`src/hw/rtl/rpa_pkg.sv`:
```
package rpa_pkg;

  localparam int ADDR_W      = 34;
  localparam int ACTION_W    = 3;
  localparam int STATUS_W    = 3;
  localparam int COUNT_OUT_W = 16;
  localparam int CFG_IDX_W   = 1;

  localparam int PAGE_COUNT_DEF  = 32768;
  localparam int PAGE_SHIFT_DEF  = 12;
  localparam int COUNT_WIDTH_DEF = 16;

  localparam logic [ADDR_W-1:0] BASE_RESET = 34'h0_8004_9000;
  localparam logic [ADDR_W-1:0] TOP_RESET  = 34'h0_8800_0000;

  // depth of the queue between classification and execution
  localparam int Q_DEPTH = 2;

  localparam logic [ACTION_W-1:0] ACT_ALLOC = 3'd0;
  localparam logic [ACTION_W-1:0] ACT_FREE  = 3'd1;
  localparam logic [ACTION_W-1:0] ACT_INC   = 3'd2;
  localparam logic [ACTION_W-1:0] ACT_DEC   = 3'd3;
  localparam logic [ACTION_W-1:0] ACT_GET   = 3'd4;

  localparam logic [CFG_IDX_W-1:0] REG_BASE = 1'b0;
  localparam logic [CFG_IDX_W-1:0] REG_TOP  = 1'b1;

  typedef enum logic [STATUS_W-1:0] {
    ST_OK    = 3'd0,
    ST_EMPTY = 3'd1,
    ST_BAD   = 3'd2,
    ST_ZERO  = 3'd3,
    ST_SAT   = 3'd4
  } status_t;

  typedef enum logic [2:0] {
    K_ALLOC = 3'd0,
    K_FREE  = 3'd1,
    K_INC   = 3'd2,
    K_DEC   = 3'd3,
    K_GET   = 3'd4,
    K_BAD   = 3'd5,
    K_NOP   = 3'd6
  } kind_t;

  typedef struct packed {
    kind_t kind;
    logic  aligned;
  } item_ctl_t;

endpackage

```
`src/hw/rtl/rpa_front.sv`:
```
module rpa_front #(
  parameter int PAGE_COUNT = rpa_pkg::PAGE_COUNT_DEF,
  parameter int PAGE_SHIFT = rpa_pkg::PAGE_SHIFT_DEF,
  localparam int IDXW = $clog2(PAGE_COUNT),
  localparam int NW   = $clog2(PAGE_COUNT + 1)
) (
  input  logic [rpa_pkg::ACTION_W-1:0] action,
  input  logic [rpa_pkg::ADDR_W-1:0]   page_address,
  input  logic [rpa_pkg::ADDR_W-1:0]   area_lo,
  input  logic [NW-1:0]                area_pages,
  output rpa_pkg::item_ctl_t           ctl,
  output logic [IDXW-1:0]              idx
);

  logic [rpa_pkg::ADDR_W-1:0] diff;
  logic [rpa_pkg::ADDR_W-1:0] pg;
  logic                       in_range;
  logic                       aligned;

  assign diff     = page_address - area_lo;
  assign pg       = diff >> PAGE_SHIFT;
  assign in_range = (page_address >= area_lo) && (pg < rpa_pkg::ADDR_W'(area_pages));
  assign aligned  = (page_address[PAGE_SHIFT-1:0] == '0);
  assign idx      = pg[IDXW-1:0];

  always_comb begin
    ctl.aligned = aligned;
    case (action)
      rpa_pkg::ACT_ALLOC: ctl.kind = rpa_pkg::K_ALLOC;
      rpa_pkg::ACT_FREE:  ctl.kind = (in_range && aligned) ? rpa_pkg::K_FREE : rpa_pkg::K_BAD;
      rpa_pkg::ACT_INC:   ctl.kind = in_range ? rpa_pkg::K_INC : rpa_pkg::K_BAD;
      rpa_pkg::ACT_DEC:   ctl.kind = in_range ? rpa_pkg::K_DEC : rpa_pkg::K_BAD;
      rpa_pkg::ACT_GET:   ctl.kind = in_range ? rpa_pkg::K_GET : rpa_pkg::K_BAD;
      default:            ctl.kind = rpa_pkg::K_NOP;
    endcase
  end

endmodule

```
`config.mk`:
```
export PLATFORM = sky130hd
export DESIGN_NAME = rpa_front
export DESIGN_NICKNAME = d
export VERILOG_FILES = /design/src/hw/rtl/rpa_pkg.sv /design/src/hw/rtl/rpa_front.sv
export SDC_FILE = /design/constraint.sdc
export NUM_CORES = 1
export LEC_CHECK = 0
export BUFFER_PORTS_ARGS = -buffer_cell sky130_fd_sc_hd__buf_2
export CORE_AREA = 2 2 102 104
export DETAILED_ROUTE_END_ITERATION = 10
export DIE_AREA = 0 0 104 106
export SLEW_MARGIN = 20
export SYNTH_ARGS = -nofsm -noshare
export SYNTH_HDL_FRONTEND = slang
export SYNTH_SLANG_ARGS = --single-unit
```
`constraint.sdc`:
```
create_clock -name vclk -period 12.93
set_clock_uncertainty 0.2 [all_clocks]
set_input_delay 1.9395 -clock vclk [all_inputs]
set_output_delay 1.9395 -clock vclk [all_outputs]
set_load 0.03 [all_outputs]
```
Word level (Yosys, flattened, before mapping)
Index checks and enable logic that the tools add are counted.
W data, S select, Z words.
{ "word_totals": {"n_memories": 0, "inputBits": 87, "latchBits": 0, "rom_bits": 0, "wordCells": 16, "reg_bits": 0, "mem_bits_rw": 0} }
{ "op_classes": {"muxes": 5, "n_eq_ne": 4, "n_addsub": 1, "shift": 0, "n_mul": 0, "n_reduce_logical": 4, "div": 0, "n_bitwise": 0, "n_lt_le_gt_ge": 2} }
{ "op_table": {"columns": ["cell", "n"], "rows": [
  ["$ge A34 B34 Y1", 1],
  ["$sub A34 B34 Y34", 1],
  ["$lt A22 B16 Y1", 1],
  ["$pmux W3 S5", 1],
  ["$logic_not A12 Y1", 1],
  ["$mux W3", 3],
  ["$eq A3 B2 Y1 const B", 2],
  ["$eq A3 B1 Y1 const B", 1],
  ["$eq A3 B3 Y1 const B", 1],
  ["$logic_not A3 Y1", 1],
  ["$logic_and A1 B1 Y1", 2],
  ["$mux W1", 1]
]} }

Depth between registers and ports, before layout
{ "depth": {"depth_word": 6, "ltp_mapped": 22, "depth_no_buf": 21} }

Worst setup path before layout
OpenSTA, ideal clock, no wires.
{ "synth_timing": {"kind": "input port to output port", "from": "in area_lo[12] (netlist bit)", "to": "out ctl[2] (netlist bit)", "arrival_time_ns": 6.751, "stages": 20, "n_path_buf": 1, "slack_ns": 4.040, "path_cell_list": "inv_1 -> ha_1 -> clkbuf_2 -> nand2_1 -> a211o_1 -> a211o_1 -> and3b_1 -> o41ai_2 -> a21boi_0 -> o21ba_2 -> xnor2_1 -> ha_1 -> a221o_1 -> nor4b_2 -> nand4_1 -> or4_1 -> nor3_2 -> nand4_1 -> or3_1 -> a21oi_1"} }
{ "synth_rtl": {"columns": ["item", "line_no", "rtl"], "rows": [
  ["from (decl)", "rpa_front.sv:9", "input logic [rpa_pkg::ADDR_W-1:0] area_lo,"],
  ["to (decl)", "rpa_front.sv:11", "output rpa_pkg::item_ctl_t ctl,"]
]} }

==> summary by stage <==
Status
The flow ran to the end, and the final reports show no timing, DRC or antenna violations.

Global routing
The via count of the first global-routing pass is 2740. For this run, the total global-route usage over all layers was measured as 0.130. The global-route wire length before repair is 12400 um. The initial antenna violation count is 0. The global-route congestion overflow total is 0. The pin count of the biggest net entering global routing is 12.

STA
The fmax is 106 MHz. The post-layout minimum cycle time is 9.39 ns. The max-slew headroom at the worst pin is 0.531. The max-slew violation count is 0. In the finished design, the share of the clock period the worst path needs comes to 0.726. The setup TNS is 0 ns.

Setup repair after global routing left no endpoint under its margin. The slew at the pin with the worst max-slew slack is 0.686 ns. The final number of hold-violating endpoints is 0. The number of endpoints failing setup at the final stage is 0.

Min path
The path category of the worst min-delay check is in2out. The startpoint identified for the worst hold timing path is action[2]. The worst-case hold path end point is ctl[1]. The hold path depth is 3.

Place
The number of port buffers is 106. In this run, placement finished with an instance count of 588. At the end of routability-driven placement, the weighted congestion stood at 0.834. Summed over all nets, the half-perimeter wirelength after detailed placement is 6640 um.

Floorplan
The die span in x is 104 um. The initial cell density of the core is 0.234. Pin placement for this block handled 106 I/O pins. The floorplan step defined a die boundary enclosing 0.0110 mm^2. The number of cell rows is 37.

The overall die height is 106 um. The core area is 0.0100 mm^2.

Routing
The number of vias after detailed routing is 2790. The per-cell routed wire length is 12.6 um. For this block, the initial DRC count from the detailed router was 105.

After detailed routing, the total wire length is 7390 um. Once detail routing completed, the nets flagged for antenna violations numbered 0. The per-cell via count in the routed design is 4.74. The total iterations of the first detailed-routing run is 4. In the routed design, unresolved DRC markers number 0.

Finish
The sequential standard cell area is 0 um^2. In the final layout, the share of cells above drive strength 1 is 0.252. Counting the clock-network buffers in the layout gives 0. The layout has 1129 filler cells. The repair_antennas step left the layout with diodes totalling 0. The area growth from synthesis to layout is 28.1%. The sequential cell count is 0.

The finished layout holds 588 standard cells, fillers aside. The final layout contains 590 nets.

Power and ir drop
Of the total power, the share spent switching nets is 0.612. Of the total power, combinational logic draws 1.000. The worst ir drop on vdd is 0.0000324 V. In this run the static leakage power is 1.63 nW.

For this design the total switching power over the nets is 0.103 mW. In this run the power density over the cells is 56.0 mW/mm^2. The share of total power dissipated in sequential elements is 0.

The share of total power dissipated in the clock network is 0. The internal power of the cells totals 0.0651 mW.

Setup path
The cell type of the slowest stage on the worst timing path is sky130_fd_sc_hd__o41ai_2. The class of the most critical setup path is in2out. The signal on the critical path passes through buf_2 -> inv_1 -> ha_1 -> nand2_1 -> a211o_1 -> a211o_1 -> and3b_1 -> o41ai_2 -> a21boi_0 -> o21ba_2 -> xnor2_1 -> ha_1 -> a221o_1 -> nor4b_2 -> nand4_1 -> or4_1 -> nor3_2 -> nand4_1 -> or3_1 -> a21oi_1 -> buf_2. The worst setup path is captured at an output port. The largest single stage delay on the critical path is 0.60 ns. STA puts the critical path data required time at 10.79 ns. The data arrival time of the worst path is 7.25 ns. Of all nets on the critical path, the largest fanout is 7. The startpoint kind of the worst setup timing path is an input pin.

Synthesis
For this run, the register share of the synthesized area comes to 0. Of the post-synthesis cell area, the dominant cell type holds 0.262. In the post-synthesis netlist, the cell with the most instances is sky130_fd_sc_hd__inv_1. The number of nets produced by synthesis is 491.

The number of warnings printed during yosys synthesis is 0. The number of distinct library cells after synthesis is 57. The synthesized netlist occupies a cell area of 0.00234 mm^2. Counting instances in the post-synthesis netlist gives the leading cell types as 62 x sky130_fd_sc_hd__inv_1, 49 x sky130_fd_sc_hd__ha_1, 42 x sky130_fd_sc_hd__a21oi_1. The mean instance size in the synthesized netlist is 6.59 um^2. The post-synthesis cell type with the largest combined area is sky130_fd_sc_hd__ha_1. Sorting the synthesized cells by area gives the leading types as sky130_fd_sc_hd__ha_1 26%, sky130_fd_sc_hd__inv_1 10%, sky130_fd_sc_hd__a21oi_1 9.0%, sky130_fd_sc_hd__xnor2_1 4.1%, sky130_fd_sc_hd__o21ai_0 4.1%. The cell count after synthesis is 355.

Run
Max-cap violations in this run came to 0.

CTS
The post-CTS resize count is 0. Hold repair after CTS inserted 0 buffers. The number of post-CTS setup repair buffers is 0.
critical path, delay by kind of cell:
kind	cells	cell delay, ns
buf+inv	3	0.32
xor+xnor	1	0.18
simple gates	8	1.93
fa+ha+maj	2	0.69
compound gates	7	2.18
power groups by stage:
stage	sequential, mW	clock, mW	combinational (mW)
after floorplan	0	0	0.118
after global placement	0	0	0.168
after detailed placement	0	0	0.169
after CTS	0	0	0.170
after global routing	0	0	0.189
final	0	0	0.168
cells by family after synthesis:
group / after synthesis / share of synthesized area
compound gates: 110 / 0.304
xor+xnor: 17 / 0.0637
buf+inv: 72 / 0.119
simple gates: 102 / 0.229
mux: 5 / 0.0219
fa+ha+maj: 49 / 0.262
metal layers:
metal / vias to the layer above / track usage / part of all wire
met5: - / 0 / 0
met4: 0 / 0.0125 / 0.010
met3: 6 / 0.00613 / 0.035
met2: 65 / 0.233 / 0.48
met1: 1248 / 0.179 / 0.48
li1: 1471 / - / -
how the worst max path moves through the flow:
stage | from | end | cells past startpoint
final | area_lo[12] | ctl[2] | 21
after global routing | area_lo[12] | ctl[2] | 21
after CTS | page_address[7] | ctl[2] | 20
after detailed placement | page_address[7] | ctl[2] | 20
after global placement | page_address[7] | ctl[2] | 20
after floorplan | area_lo[12] | ctl[2] | 20
metrics by stage:
stage               cell area, um^2  worst slack, ns  hold slack (ns)  utilization  power, mW
detailed placement             3000             3.61             4.04        0.300      0.169
global placement               3000             3.78             4.02        0.300      0.168
global route                   3000             3.03             4.06        0.300      0.189
floorplan                      2340             4.04             3.91            -      0.118
finish                         3000             3.54             4.04        0.300      0.168
CTS                            3000             3.59             4.04        0.300      0.170
cells in the final DEF, fill, tap and decap left out, types with 5 or more instances in the layout:
| cell | count |
|---|---|
| sky130_fd_sc_hd__nand2_1 | 25 |
| sky130_fd_sc_hd__nor2_1 | 21 |
| sky130_fd_sc_hd__o21ai_0 | 19 |
| sky130_fd_sc_hd__inv_1 | 62 |
| sky130_fd_sc_hd__nor3_1 | 6 |
| sky130_fd_sc_hd__xnor2_1 | 11 |
| sky130_fd_sc_hd__nor4_1 | 5 |
| sky130_fd_sc_hd__nand3_1 | 9 |
| sky130_fd_sc_hd__o21a_1 | 5 |
| sky130_fd_sc_hd__buf_2 | 106 |
| sky130_fd_sc_hd__ha_1 | 49 |
| sky130_fd_sc_hd__a21oi_1 | 42 |
| sky130_fd_sc_hd__a21o_1 | 6 |
| sky130_fd_sc_hd__nand4_1 | 11 |
| sky130_fd_sc_hd__xor2_1 | 6 |
cell type report:
type / instances / area (um^2) / share of cell area
Timing Repair Buffer: 106 / 531 / 0.177
Multi-Input combinational cell: 283 / 2060 / 0.687
Inverter: 63 / 236 / 0.0789
Tap cell: 136 / 170 / 0.0568
No activity file was read; power rests on OpenSTA's default activity.
