===== config.mk =====
export PLATFORM = sky130hd
export DESIGN_NAME = rpa_queue
export DESIGN_NICKNAME = d
export VERILOG_FILES = /design/src/hw/rtl/rpa_pkg.sv /design/src/hw/rtl/rpa_queue.sv
export SDC_FILE = /design/constraint.sdc
export NUM_CORES = 1
export LEC_CHECK = 0
export BUFFER_PORTS_ARGS = -buffer_cell sky130_fd_sc_hd__buf_2
export CAP_MARGIN = 10
export CORE_AREA = 3 3 59 61
export DETAILED_ROUTE_END_ITERATION = 10
export DIE_AREA = 0 0 62 64
export GPL_TIMING_DRIVEN = 0
export PLACE_DENSITY_LB_ADDON = 0.15
export SLEW_MARGIN = 20
export SYNTH_ARGS = -nofsm -noshare
export SYNTH_HDL_FRONTEND = slang
export SYNTH_SLANG_ARGS = --single-unit

===== constraint.sdc =====
create_clock -name clk -period 3.96 [get_ports clk]
set_clock_uncertainty 0.05 [all_clocks]
set_input_delay 0.792 -clock clk [delete_from_list [all_inputs] [get_ports clk]]
set_output_delay 0.792 -clock clk [all_outputs]
set_load 0.005 [all_outputs]

===== src/hw/rtl/rpa_pkg.sv =====
package rpa_pkg;

  localparam int ADDR_W      = 34;
  localparam int ACTION_W    = 3;
  localparam int STATUS_W    = 3;
  localparam int COUNT_OUT_W = 16;
  localparam int CFG_IDX_W   = 1;

  localparam int PAGE_COUNT_DEF  = 32768;
  localparam int PAGE_SHIFT_DEF  = 12;
  localparam int COUNT_WIDTH_DEF = 16;

  localparam logic [ADDR_W-1:0] BASE_RESET = 34'h0_8004_9000;
  localparam logic [ADDR_W-1:0] TOP_RESET  = 34'h0_8800_0000;

  // depth of the queue between classification and execution
  localparam int Q_DEPTH = 2;

  localparam logic [ACTION_W-1:0] ACT_ALLOC = 3'd0;
  localparam logic [ACTION_W-1:0] ACT_FREE  = 3'd1;
  localparam logic [ACTION_W-1:0] ACT_INC   = 3'd2;
  localparam logic [ACTION_W-1:0] ACT_DEC   = 3'd3;
  localparam logic [ACTION_W-1:0] ACT_GET   = 3'd4;

  localparam logic [CFG_IDX_W-1:0] REG_BASE = 1'b0;
  localparam logic [CFG_IDX_W-1:0] REG_TOP  = 1'b1;

  typedef enum logic [STATUS_W-1:0] {
    ST_OK    = 3'd0,
    ST_EMPTY = 3'd1,
    ST_BAD   = 3'd2,
    ST_ZERO  = 3'd3,
    ST_SAT   = 3'd4
  } status_t;

  typedef enum logic [2:0] {
    K_ALLOC = 3'd0,
    K_FREE  = 3'd1,
    K_INC   = 3'd2,
    K_DEC   = 3'd3,
    K_GET   = 3'd4,
    K_BAD   = 3'd5,
    K_NOP   = 3'd6
  } kind_t;

  typedef struct packed {
    kind_t kind;
    logic  aligned;
  } item_ctl_t;

endpackage


===== src/hw/rtl/rpa_queue.sv =====
module rpa_queue #(
  parameter int IW = 15
) (
  input  logic               clk,
  input  logic               rst_n,
  input  logic               push,
  input  rpa_pkg::item_ctl_t push_ctl,
  input  logic [IW-1:0]      push_idx,
  input  logic               pop,
  output logic               full,
  output logic               empty,
  output rpa_pkg::item_ctl_t head_ctl,
  output logic [IW-1:0]      head_idx
);

  localparam int PW = (rpa_pkg::Q_DEPTH > 1) ? $clog2(rpa_pkg::Q_DEPTH) : 1;
  localparam int CW = $clog2(rpa_pkg::Q_DEPTH + 1);

  rpa_pkg::item_ctl_t mem_ctl [rpa_pkg::Q_DEPTH];
  logic [IW-1:0]      mem_idx [rpa_pkg::Q_DEPTH];

  logic [PW-1:0] wr_ptr_r, rd_ptr_r;
  logic [CW-1:0] cnt_r;

  assign full     = (cnt_r == CW'(rpa_pkg::Q_DEPTH));
  assign empty    = (cnt_r == '0);
  assign head_ctl = mem_ctl[rd_ptr_r];
  assign head_idx = mem_idx[rd_ptr_r];

  always_ff @(posedge clk) begin
    if (push) begin
      mem_ctl[wr_ptr_r] <= push_ctl;
      mem_idx[wr_ptr_r] <= push_idx;
    end
  end

  always_ff @(posedge clk) begin
    if (!rst_n) begin
      wr_ptr_r <= '0;
      rd_ptr_r <= '0;
      cnt_r    <= '0;
    end else begin
      if (push) begin
        wr_ptr_r <= (wr_ptr_r == PW'(rpa_pkg::Q_DEPTH - 1)) ? '0 : wr_ptr_r + 1'b1;
      end
      if (pop) begin
        rd_ptr_r <= (rd_ptr_r == PW'(rpa_pkg::Q_DEPTH - 1)) ? '0 : rd_ptr_r + 1'b1;
      end
      if (push && !pop) begin
        cnt_r <= cnt_r + 1'b1;
      end else if (pop && !push) begin
        cnt_r <= cnt_r - 1'b1;
      end
    end
  end

endmodule


Yosys cells after proc, flatten, opt, wreduce, memory -nomap -nowiden. Memories as Yosys holds them, arrays and structs flattened. A register that Yosys moved wholly into a read port is not among the register bits. Cells that the tools add are included.

$lt $le $gt $ge: 0. $add $sub $neg: 4. Bitwise operators: 0. Divide/modulo/power cells: 0. Shifts and indexed selects: 0. Multiply operators: 0. Multiplexer cells: 10. Reduce and logical (&&, ||, !) cells: 6. Eq/ne operators: 1.

Operators by type and width (number): 1-bit 2-to-1 mux (8); 2-bit 2-to-1 mux (2); 1-bit adder, second input constant (2); 2-bit by 1-bit adder with 2-bit output, second input constant (1); 2-bit == test, second input constant (1); 1-bit logical AND (2); 1-bit logical NOT (2); 2-bit logical NOT (1); 2-bit nonzero test (1); 2-bit by 1-bit subtractor with 2-bit output, second input constant (1).

Register bits: 4. Memories kept: 2. Latch bits: 0. Output and inout port bits: 21. Memory bits (read-only): 0. Input port bits: 23. Memory bits (writable): 38. Word-level logic and storage cells: 26.

Memory list: mem_idx (depth 2, width 15, read ports 1, clocked after Yosys merged registers in 1, write ports 1, line rpa_queue.sv:20) `logic [IW-1:0] mem_idx [rpa_pkg::Q_DEPTH];`; mem_ctl (depth 2, width 4, read ports 1, clocked after Yosys merged registers in 1, write ports 1, line rpa_queue.sv:19) `rpa_pkg::item_ctl_t mem_ctl [rpa_pkg::Q_DEPTH];`.

Logic depth before layout (Yosys ltp). Gate-level depths: netlist of the first run.

Word-level depth: 4. Mapped depth: 5. Depth with buffers taken out: 5.

Worst setup path before layout of the first run. No wires, ideal clock.

Kind: input port to flip-flop. Start: in push. End: mem mem_ctl[0][0] (netlist bit) (enable). Arrival time: 1715 ps. Library setup time: 398 ps. Required time: 3512 ps. Slack: 1797 ps. Stages on the path: 1. Path buffers: 0. Cells stage by stage: nor2b_1.

Cells in the longest elaborated chain, start to end: 2.

RTL lines: from (decl) (line rpa_queue.sv:6) `input logic push,`; 1-bit 2-to-1 mux (line rpa_queue.sv:31) `if (push) begin`; 1-bit 2-to-1 mux (implied by the code) (line rpa_queue.sv:32) `mem_ctl[wr_ptr_r] <= push_ctl;`; to (decl) (line rpa_queue.sv:19).

No other way between the ends.

==> run summary, run 1 <==
========================================================================================
Outcome                                                                     finished clean
Post-route ant nets                                                                    0
Chain of cells forming the critical path                                    buf_2 > buf_6 > mux2_2 > buf_2
Critical path's slowest cell                                                      mux2_2
Crit path arrival time                                                           1.56 ns
Remaining global-route overflow                                                        0
Largest delay share family, worst path                                      buffers and inverters
Post-CTS setup-driven buffer insertion count                                           0
Post_cts resized                                                                       0
Wire length of the first global-routing pass                                     3720 um
Worst Max-Slew Pin Slew                                                         0.881 ns
Core area                                                                       3030 um2
Smallest setup slack after layout                                                1.56 ns
Via/cell ratio                                                                      4.73
Number of DRC markers in iteration 0                                                  15
Routed wire length per instance                                                  13.2 um
Uppermost layer routed                                                              met4
Hold WS                                                                         0.486 ns
Overall die area                                                                3970 um2
Leakage power                                                                   0.750 nW
Max clock buf depth                                                                    2
Most frequent standard cell in the layout excluding fill and tap cells             buf_2
Max-cap violation count                                                                0
IO Pins                                                                               44
Count of final setup violators                                                         0
Number of search-and-repair iterations in the first detailed-routing pass              4
Type of the setup path with the least slack                                 flip-flop to output pin
Synthesized area                                                                1590 um2
Clock slew at reported path FFs                                                  0.10 ns
Detailed placer's ending HPWL                                                    1680 um
Via count                                                                            837
Sum of routed wire segments on met1                                               918 um
Total power                                                                       840 uW
Post-synthesis sequential area ratio                                               0.780
Time the worst path needs with I/O delays and setup                              2.40 ns
Worst-skew pair later-pin latency                                                0.33 ns
Number of standard cells after synthesis                                              81
Number of slew-limit violations in the final report                                    0
Initial antenna violation count                                                        0
Most frequent cell on the critical path                                            buf_2
Maximum number of pins on one net before global-route repair                          20
Hold crit path type                                                         flip-flop to flip-flop
Kind of end point of the critical path                                        output pin
Row cnt                                                                               20
Syn Nets                                                                             105
Total clock sinks                                                                     43
Total of buffers placed on input and output ports                                     43
Pwr Density                                                                   434 nW/um2
Number of inserted diodes                                                              0
Final period util                                                                  0.605
CTS buffer count                                                                       5
RePlAce Congestion                                                                 0.644
Setup slack after placement                                                      1.85 ns
Data required time of the worst path                                             3.12 ns
Overall track demand over capacity in global routing                               0.136
Die H                                                                              64 um
Sum of negative setup slack                                                         0 ns
Final routed wirelength across all metal layers                                  2340 um
Layout cells sized above 1                                                         0.556
Signed area change from the synthesized netlist to the final layout                21.6%
Amount of wire on met3 after detailed routing                                     186 um
Worst-path fanout max                                                                 10
Unrepaired setup endpoints after global routing                                       no
Number of synthesized register bits                                                   43
NumNets Final                                                                        156
Maximum clock frequency                                                          417 MHz
Startpoint type of the worst setup path                                        flip-flop
Number of library cell types mapped by synthesis                                      17
CTS hold repair buffers                                                                0
Synthesis Warnings                                                                     0
Peak supply drop                                                              0.000268 V
Worst Path Buf+Inv                                                                     3
Number of hold violations in the final report                                          0
Worst max-slew margin expressed relative to the limit                              0.413
Deepest level of the CTS H-tree                                                        2
Remaining DRCs                                                                         0
Post-Syn Area per Cell                                                          19.6 um2
Die Span X                                                                         62 um
Vias in the first global route                                                       854
Starting density of the core                                                       0.525
CP peak stage delay                                                              0.34 ns
Leading cell types in the layout, fill and taps excluded                    buf_2, edfxtp_1, mux2_2, dfxtp_1, clkbuf_4
Clock root buffer                                                               clkbuf_4
Length of routed met2 wiring                                                     1180 um
CTS tree                                                                             yes
========================================================================================
## cell usage after synthesis
master | count | area (um2)
edfxtp_1 | 38 | 1140
buf_2 | 1 | 5.00
o21a_1 | 1 | 7.51
a21boi_1 | 1 | 7.51
mux2_2 | 19 | 214
and2b_2 | 1 | 8.76
inv_1 | 1 | 3.75
o21ai_0 | 1 | 5.00
xor2_1 | 2 | 17.5
xnor2_1 | 1 | 8.76
nor2_1 | 1 | 3.75
ha_1 | 1 | 12.5
buf_6 | 1 | 11.3
dfxtp_1 | 5 | 100
and2_1 | 4 | 25.0
or3_1 | 1 | 6.26
nor2b_1 | 2 | 12.5
## cell families (layout without fill, tap and decap cells)
logic type                 count (synthesis)  in the layout  synth area share
adders and majority gates                  1              1           0.00787
DFF                                       43             43             0.780
xor gates and xnor gates                   3              3            0.0165
AOI/OAI and AO/OA                          3              3            0.0126
and+or+nand+nor                            9              9            0.0354
buffers and inverters                      3             55            0.0126
muxes                                     19             19             0.135
## where the power goes
group          internal [mW]  total [mW]  switching (mW)
combinational         0.0566       0.101          0.0444
clock                 0.0861       0.209           0.123
sequential             0.521       0.530         0.00838
total                  0.664       0.840           0.176
## layer usage
layer / vias up / GRT usage
li1: 407 / -
met1: 401 / 0.143
met2: 24 / 0.211
met3: 5 / 0.0828
met4: 0 / 0.0637
met5: - / 0
## layout make-up
class                           count  area [um2]
Inverter                            1        3.75
Multi-Input combinational cell     35         332
Fill cell                         233        1090
Clock inverter                      1        5.00
Buffer                              2        16.3
Tap cell                           44        55.1
Clock buffer                        7        55.1
Timing Repair Buffer               44         226
Sequential cell                    43        1240
## state kept, by name, indices dropped and copies added (netlist names), named ones only
signal	flops
cnt_r	2
wr_ptr_r	1
mem_ctl	8
mem_idx	30
rd_ptr_r	1
## stage by stage
stage               std cells  utilization  area [um2]
finish                    177        0.639        1930
CTS                       177        0.639        1930
global route              177        0.639        1930
global placement          168        0.614        1860
floorplan                  81            -        1590
detailed placement        169        0.619        1870
## path summary, 6_finish.rpt
check	endpoint	startpoint	slack, ns	cells past startpoint
worst min-delay path	cnt_r[1]$_SDFFE_PN0P_	cnt_r[1]$_SDFFE_PN0P_	0.49	2
worst max-delay path	head_idx[7]	flip-flop	1.56	4
worst min register to register	cnt_r[1]$_SDFFE_PN0P_	cnt_r[1]$_SDFFE_PN0P_	0.49	2
worst max register to register	mem_idx[1][10]$_DFFE_PP_	wr_ptr_r$_SDFFE_PN0P_	2.45	1
Power figures use the tool's default switching activity.
==> run 2: changes to the inputs <==
--- a/config.mk
+++ b/config.mk
@@ -5,11 +5,12 @@
 export SDC_FILE = /design/constraint.sdc
 export NUM_CORES = 1
 export LEC_CHECK = 0
+export ABC_AREA = 1
 export BUFFER_PORTS_ARGS = -buffer_cell sky130_fd_sc_hd__buf_2
 export CAP_MARGIN = 10
-export CORE_AREA = 3 3 59 61
+export CORE_AREA = 3 3 64 66
 export DETAILED_ROUTE_END_ITERATION = 10
-export DIE_AREA = 0 0 62 64
+export DIE_AREA = 0 0 67 69
 export GPL_TIMING_DRIVEN = 0
 export PLACE_DENSITY_LB_ADDON = 0.15
 export SLEW_MARGIN = 20
==> constraint.sdc (replaced) <==
create_clock -name clk -period 2.05 [get_ports clk]
set_clock_uncertainty 0.05 [all_clocks]
set_input_delay 0.41 -clock clk [delete_from_list [all_inputs] [get_ports clk]]
set_output_delay 0.41 -clock clk [all_outputs]
set_load 0.005 [all_outputs]
==> run summary, run 2 <==
========================================================================================
Core area                                                                       3630 um2   +20%
Worst-path fanout max                                                                 10   unchanged
Startpoint type of the worst setup path                                        flip-flop
Length of routed met2 wiring                                                     1440 um   +21%
Worst-skew pair later-pin latency                                                0.28 ns   -0.05 ns
Row cnt                                                                               22   +10%
Synthesized area                                                                1650 um2   +3.9%
Pwr Density                                                                   841 nW/um2   +94%
Commonest cells in the netlist                                              edfxtp_1, mux2_4, mux2_2, nor2_1
Via/cell ratio                                                                      4.63   -2.1%
Dominant register cell in the synthesized netlist                               edfxtp_1
Leading cell types in the layout, fill and taps excluded                    buf_2, edfxtp_1, mux2_4, mux2_2
Peak supply drop                                                              0.000518 V   +93%
Clock root buffer                                                               clkbuf_8
Syn Nets                                                                             118   +12%
Number of library cell types mapped by synthesis                                      14   -3
Count of final setup violators                                                         0   unchanged
Hold crit path type                                                         input pin to flip-flop
Post-synth EDFFs                                                                      38   unchanged
Fin cells                                                                            194   +9.6%
Clock slew at reported path FFs                                                  0.07 ns   -0.03 ns
Final period util                                                                  0.884
Worst Max-Slew Pin Slew                                                         0.766 ns   -0.115 ns
Share of the synthesized area in the top cell type                                 0.691   -0.0266
Detailed placer's ending HPWL                                                    1930 um   +14%
Setup slack after placement                                                     0.397 ns   -1.45 ns
Starting density of the core                                                       0.455   -0.0707
Worst Hold End                                                              mem_idx[1][7]$_DFFE_PP_
Number of synthesized register bits                                                   43   unchanged
Leakage power                                                                   0.832 nW   +11%
Worst max-slew margin expressed relative to the limit                              0.488   +0.0759
Post_cts resized                                                                       0   unchanged
Outcome                                                                     finished clean
Post-route ant nets                                                                    0   unchanged
Synth top area cells                                                        edfxtp_1, mux2_4, mux2_2
Post-synthesis cell type with the largest combined area                         edfxtp_1
Data required time of the worst path                                             1.59 ns   -1.53 ns
CTS tree                                                                             yes
RePlAce Congestion                                                                 0.689   +7.0%
Most frequent cell after synthesis                                              edfxtp_1
Flip-flop count of the largest register, all copies and words added                   30   unchanged
Layout cells sized above 1                                                         0.486   -0.0701
Type of the setup path with the least slack                                 flip-flop to output pin
Maximum clock frequency                                                          552 MHz
Worst reg2reg setup slack                                                        0.61 ns   -1.84 ns
Post-Syn Area per Cell                                                          17.6 um2   -11%
Hold path start                                                              push_idx[7]
Final routed wirelength across all metal layers                                  2610 um   +12%
Hold Crit Depth                                                                        1   -1
Signed area change from the synthesized netlist to the final layout                22.3%
Number of inserted diodes                                                              0   unchanged
Max-cap violation count                                                                0   unchanged
Top reg by flops                                                                 mem_idx
Die Span X                                                                         67 um   +8.1%
Number of search-and-repair iterations in the first detailed-routing pass              4   unchanged
Vias in the first global route                                                       945   +11%
Amount of wire on met3 after detailed routing                                     175 um   -5.9%
Wire length of the first global-routing pass                                     4370 um   +18%
IO Pins                                                                               44   unchanged
Uppermost layer routed                                                              met4
Kind of end point of the critical path                                        output pin
Fill count                                                                           318   +36%
Synthesis Warnings                                                                     0   unchanged
Die H                                                                              69 um   +7.8%
Remaining DRCs                                                                         0   unchanged
Crit Reg-Reg Startpoint                                                     wr_ptr_r$_SDFFE_PN0P_
Remaining global-route overflow                                                        0   unchanged
NumNets Final                                                                        169   +8.3%
Maximum number of pins on one net before global-route repair                          20   unchanged
Max clock buf depth                                                                    2   unchanged
Total clock sinks                                                                     43   unchanged
Initial antenna violation count                                                        0   unchanged
# placed instances                                                                   186   +10%
Time the worst path needs with I/O delays and setup                              1.81 ns
Via count                                                                            898   +7.3%
Routed wire length per instance                                                  13.5 um   +1.9%
Largest registers in the final layout                                       mem_idx x30, mem_ctl x8, cnt_r x2
CTS hold repair buffers                                                                0   unchanged
Number of slew-limit violations in the final report                                    0   unchanged
Worst flop-to-flop path endpoint                                            mem_idx[1][4]$_DFFE_PP_
Post-synthesis sequential area ratio                                               0.752   -0.0290
Overall die area                                                                4620 um2   +17%
CTS buffer count                                                                       5   unchanged
Total of buffers placed on input and output ports                                     43   unchanged
Number of hold violations in the final report                                          0   unchanged
Unrepaired setup endpoints after global routing                                       no
Number of standard cells after synthesis                                              94   +16%
Worst-case reg-to-reg path depth                                                       2   +1
Post-CTS setup-driven buffer insertion count                                           0   unchanged
Sum of routed wire segments on met1                                               971 um   +5.8%
Smallest setup slack after layout                                               0.237 ns   -1.33 ns
Deepest level of the CTS H-tree                                                        2   unchanged
Overall track demand over capacity in global routing                               0.130   -0.00592
Post-layout util                                                                   0.556   -0.0827
Number of DRC markers in iteration 0                                                  17   +2
Most frequent standard cell in the layout excluding fill and tap cells             buf_2
Share of flip-flops with an asynchronous set or reset                                  0   unchanged
Crit path arrival time                                                           1.35 ns   -0.21 ns
========================================================================================
-- run 2: metal layers --
metal  global-route usage  vias to the layer above
met5                    0                        -
met4               0.0473                        0
met3               0.0505                        4
met2                0.228                       28
met1                0.138                      426
li1                     -                      440
-- run 2: per-stage QoR --
| step | hold slack [ns] | power (mW) | setup TNS, ns | cell area (um2) |
|---|---|---|---|---|
| detailed placement | 0.448 | 1.24 | 0 | 1940 |
| global route | 0.247 | 1.78 | 0 | 2020 |
| global placement | 0.430 | 1.23 | -4.37 | 1930 |
| CTS | 0.252 | 1.72 | 0 | 2020 |
| floorplan | 0.413 | 1.15 | 0 | 1650 |
| finish | 0.259 | 1.70 | 0 | 2020 |
-- run 2: cell families after synthesis --
family / Yosys count / share of synthesized area
compound gates: 2 / 0.00605
fa+ha+maj: 1 / 0.00757
buf+inv: 10 / 0.0371
flops: 43 / 0.752
mux: 19 / 0.152
simple gates: 19 / 0.0455
-- run 2: cell type report --
class / count / area (um2) / share of cell area
Buffer: 2 / 31.3 / 0.0155
Clock buffer: 6 / 72.6 / 0.0359
Clock inverter: 2 / 7.51 / 0.00372
Inverter: 8 / 30.0 / 0.0149
Multi-Input combinational cell: 41 / 352 / 0.174
Sequential cell: 43 / 1240 / 0.614
Tap cell: 48 / 60.1 / 0.0297
Timing Repair Buffer: 44 / 226 / 0.112
-- run 2: worst max-delay path by stage --
stage,from,end,slack [ns],depth (start not counted)
2_1_floorplan,push,mem_ctl[0][0]$_DFFE_PP_,0.35,2
3_3_place_gp,push,mem_idx[0][9]$_DFFE_PP_,-0.23,3
3_5_place_dp,push,mem_idx[1][5]$_DFFE_PP_,0.40,3
4_1_cts,flip-flop,head_idx[13],0.22,4
5_1_grt,flip-flop,head_ctl[1],0.13,4
6_report,flip-flop,head_idx[13],0.24,4
-- run 2: report_power, final --
group          internal [mW]  leakage [nW]  total [mW]  switching, mW
sequential              1.01         0.398        1.02         0.0155
clock                  0.232        0.0403       0.480          0.248
combinational          0.106         0.393       0.197         0.0915
total                   1.34         0.832        1.70          0.355
-- run 2: worst max-delay path: stages, from the launching register on --
cell     delay (ns)
dfxtp_1        0.32
buf_6          0.16
buf_12         0.16
mux2_4         0.30
buf_2          0.13
==> run 3: changes to the inputs <==
--- a/config.mk
+++ b/config.mk
@@ -12,7 +12,7 @@
 export DETAILED_ROUTE_END_ITERATION = 10
 export DIE_AREA = 0 0 67 69
 export GPL_TIMING_DRIVEN = 0
-export PLACE_DENSITY_LB_ADDON = 0.15
+export PLACE_DENSITY = 0.73
 export SLEW_MARGIN = 20
 export SYNTH_ARGS = -nofsm -noshare
 export SYNTH_HDL_FRONTEND = slang
==> run summary, run 3 (synthesized netlist as in run 2, its figures left out) <==
========================================================================================
Outcome                                                                     finished clean
Hold crit path type                                                         input pin to flip-flop
Remaining global-route overflow                                                        0   unchanged
Total clock sinks                                                                     43   unchanged
Max-cap violation count                                                                0   unchanged
CTS buffer count                                                                       5   unchanged
Data required time of the worst path                                             1.59 ns   about the same
Die Span X                                                                         67 um   unchanged
Time the worst path needs with I/O delays and setup                              1.81 ns   -0.00222 ns
Detailed placer's ending HPWL                                                    1840 um   -4.5%
Fill count                                                                           317   -0.31%
Routed wire length per instance                                                  12.9 um   -4.0%
Startpoint type of the worst setup path                                        flip-flop
Sum of negative setup slack                                                         0 ns   unchanged
Leading cell types in the layout, fill and taps excluded                    buf_2, edfxtp_1, mux2_4, mux2_2
Number of search-and-repair iterations in the first detailed-routing pass              4   unchanged
Layout cells sized above 1                                                         0.507   +0.0205
Clock slew at reported path FFs                                                  0.08 ns   about the same
Count of final setup violators                                                         0   unchanged
Total power                                                                      1.71 mW   +0.64%
Leakage power                                                                   0.839 nW   +0.89%
Deepest level of the CTS H-tree                                                        2   unchanged
Number of slew-limit violations in the final report                                    0   unchanged
Core area                                                                       3630 um2   unchanged
Type of the setup path with the least slack                                 flip-flop to output pin
Overall die area                                                                4620 um2   unchanged
Critical path's slowest cell                                                     dfxtp_1
Flip-flop count of the largest register, all copies and words added                   30   unchanged
Unrepaired setup endpoints after global routing                                       no
Largest delay share family, worst path                                      buffers and inverters
Vias in the first global route                                                       929   -1.7%
Peak supply drop                                                              0.000444 V   -14%
Post_cts resized                                                                       0   unchanged
Worst Max-Slew Pin Slew                                                         0.779 ns   +0.0125 ns
Final period util                                                                  0.883   -0.00108
Top reg by flops                                                                 mem_idx
Initial antenna violation count                                                        0   unchanged
Maximum clock frequency                                                          552 MHz   +0.12%
Pwr Density                                                                   845 nW/um2   +0.46%
Row cnt                                                                               22   unchanged
Signed area change from the synthesized netlist to the final layout                22.6%
Number of hold violations in the final report                                          0   unchanged
Smallest setup slack after layout                                               0.240 ns   +0.00222 ns
Most frequent standard cell in the layout excluding fill and tap cells             buf_2
Worst-skew pair later-pin latency                                                0.29 ns   about the same
# placed instances                                                                   186   unchanged
Kind of end point of the critical path                                        output pin
Worst max-slew margin expressed relative to the limit                              0.480   -0.00836
Overall track demand over capacity in global routing                               0.121   -0.00901
Crit path arrival time                                                           1.35 ns   about the same
CTS hold repair buffers                                                                0   unchanged
Setup slack after placement                                                     0.408 ns   +0.0117 ns
Hold path start                                                             push_idx[11]
Hold WS                                                                         0.258 ns   -0.00110 ns
Starting density of the core                                                       0.455   unchanged
Total of buffers placed on input and output ports                                     43   unchanged
Via/cell ratio                                                                      4.72   +2.0%
Die H                                                                              69 um   unchanged
Number of inserted diodes                                                              0   unchanged
Number of DRC markers in iteration 0                                                  27   +10
Wire length of the first global-routing pass                                     4130 um   -5.7%
Post-CTS setup-driven buffer insertion count                                           0   unchanged
CTS tree                                                                             yes
Worst-path fanout max                                                                 10   unchanged
NumNets Final                                                                        169   unchanged
Crit Reg-Reg Startpoint                                                     wr_ptr_r$_SDFFE_PN0P_
Worst Path Buf+Inv                                                                     3   unchanged
IO Pins                                                                               44   unchanged
Post-route ant nets                                                                    0   unchanged
Chain of cells forming the critical path                                    buf_6 > buf_12 > mux2_4 > buf_2
Clock root buffer                                                               clkbuf_8
RePlAce Congestion                                                                 0.630   -8.6%
Remaining DRCs                                                                         0   unchanged
Maximum number of pins on one net before global-route repair                          20   unchanged
CP peak stage delay                                                              0.33 ns   about the same
Via count                                                                            916   +2.0%
Largest registers in the final layout                                       mem_idx x30, mem_ctl x8, cnt_r x2
Max clock buf depth                                                                    2   unchanged
Fin cells                                                                            194   unchanged
Final routed wirelength across all metal layers                                  2510 um   -4.0%
========================================================================================
==> run 3: metal layers <==
layer  wire length [um]  GRT usage  part of all wire
met4                 44     0.0473             0.018
met1                945      0.137              0.38
met5                  0          0                 0
met3                237     0.0537             0.094
met2               1280      0.198              0.51
==> run 3: power breakdown <==
part           switching, mW  internal [mW]
clock                  0.261          0.233
combinational         0.0895          0.106
sequential            0.0149           1.01
==> run 3: area by class of cell <==
| cell class | instances | area [um2] | area share |
|---|---|---|---|
| buffer | 2 | 31.3 | 0.0155 |
| clock buffer | 5 | 68.8 | 0.0340 |
| clock inverter | 3 | 15.0 | 0.00742 |
| inverter | 8 | 30.0 | 0.0148 |
| multi-input combinational | 41 | 352 | 0.174 |
| sequential | 43 | 1240 | 0.613 |
| tap | 48 | 60.1 | 0.0297 |
| timing repair buffer | 44 | 226 | 0.112 |
==> run 3: final timing paths <==
check / cells after the start / endpoint / slack, ns
worst max-delay path: 4 / head_ctl[1] / 0.24
worst min-delay path: 1 / mem_idx[1][11]$_DFFE_PP_ / 0.26
worst max register to register: 2 / mem_idx[1][12]$_DFFE_PP_ / 0.60
worst min register to register: 2 / flip-flop / 0.46
==> run 3: through the flow <==
step	utilization	cell area, um2
6_report	0.557	2020
5_1_grt	0.557	2020
4_1_cts	0.557	2020
3_5_place_dp	0.534	1940
3_3_place_gp	0.530	1930
2_1_floorplan	-	1650
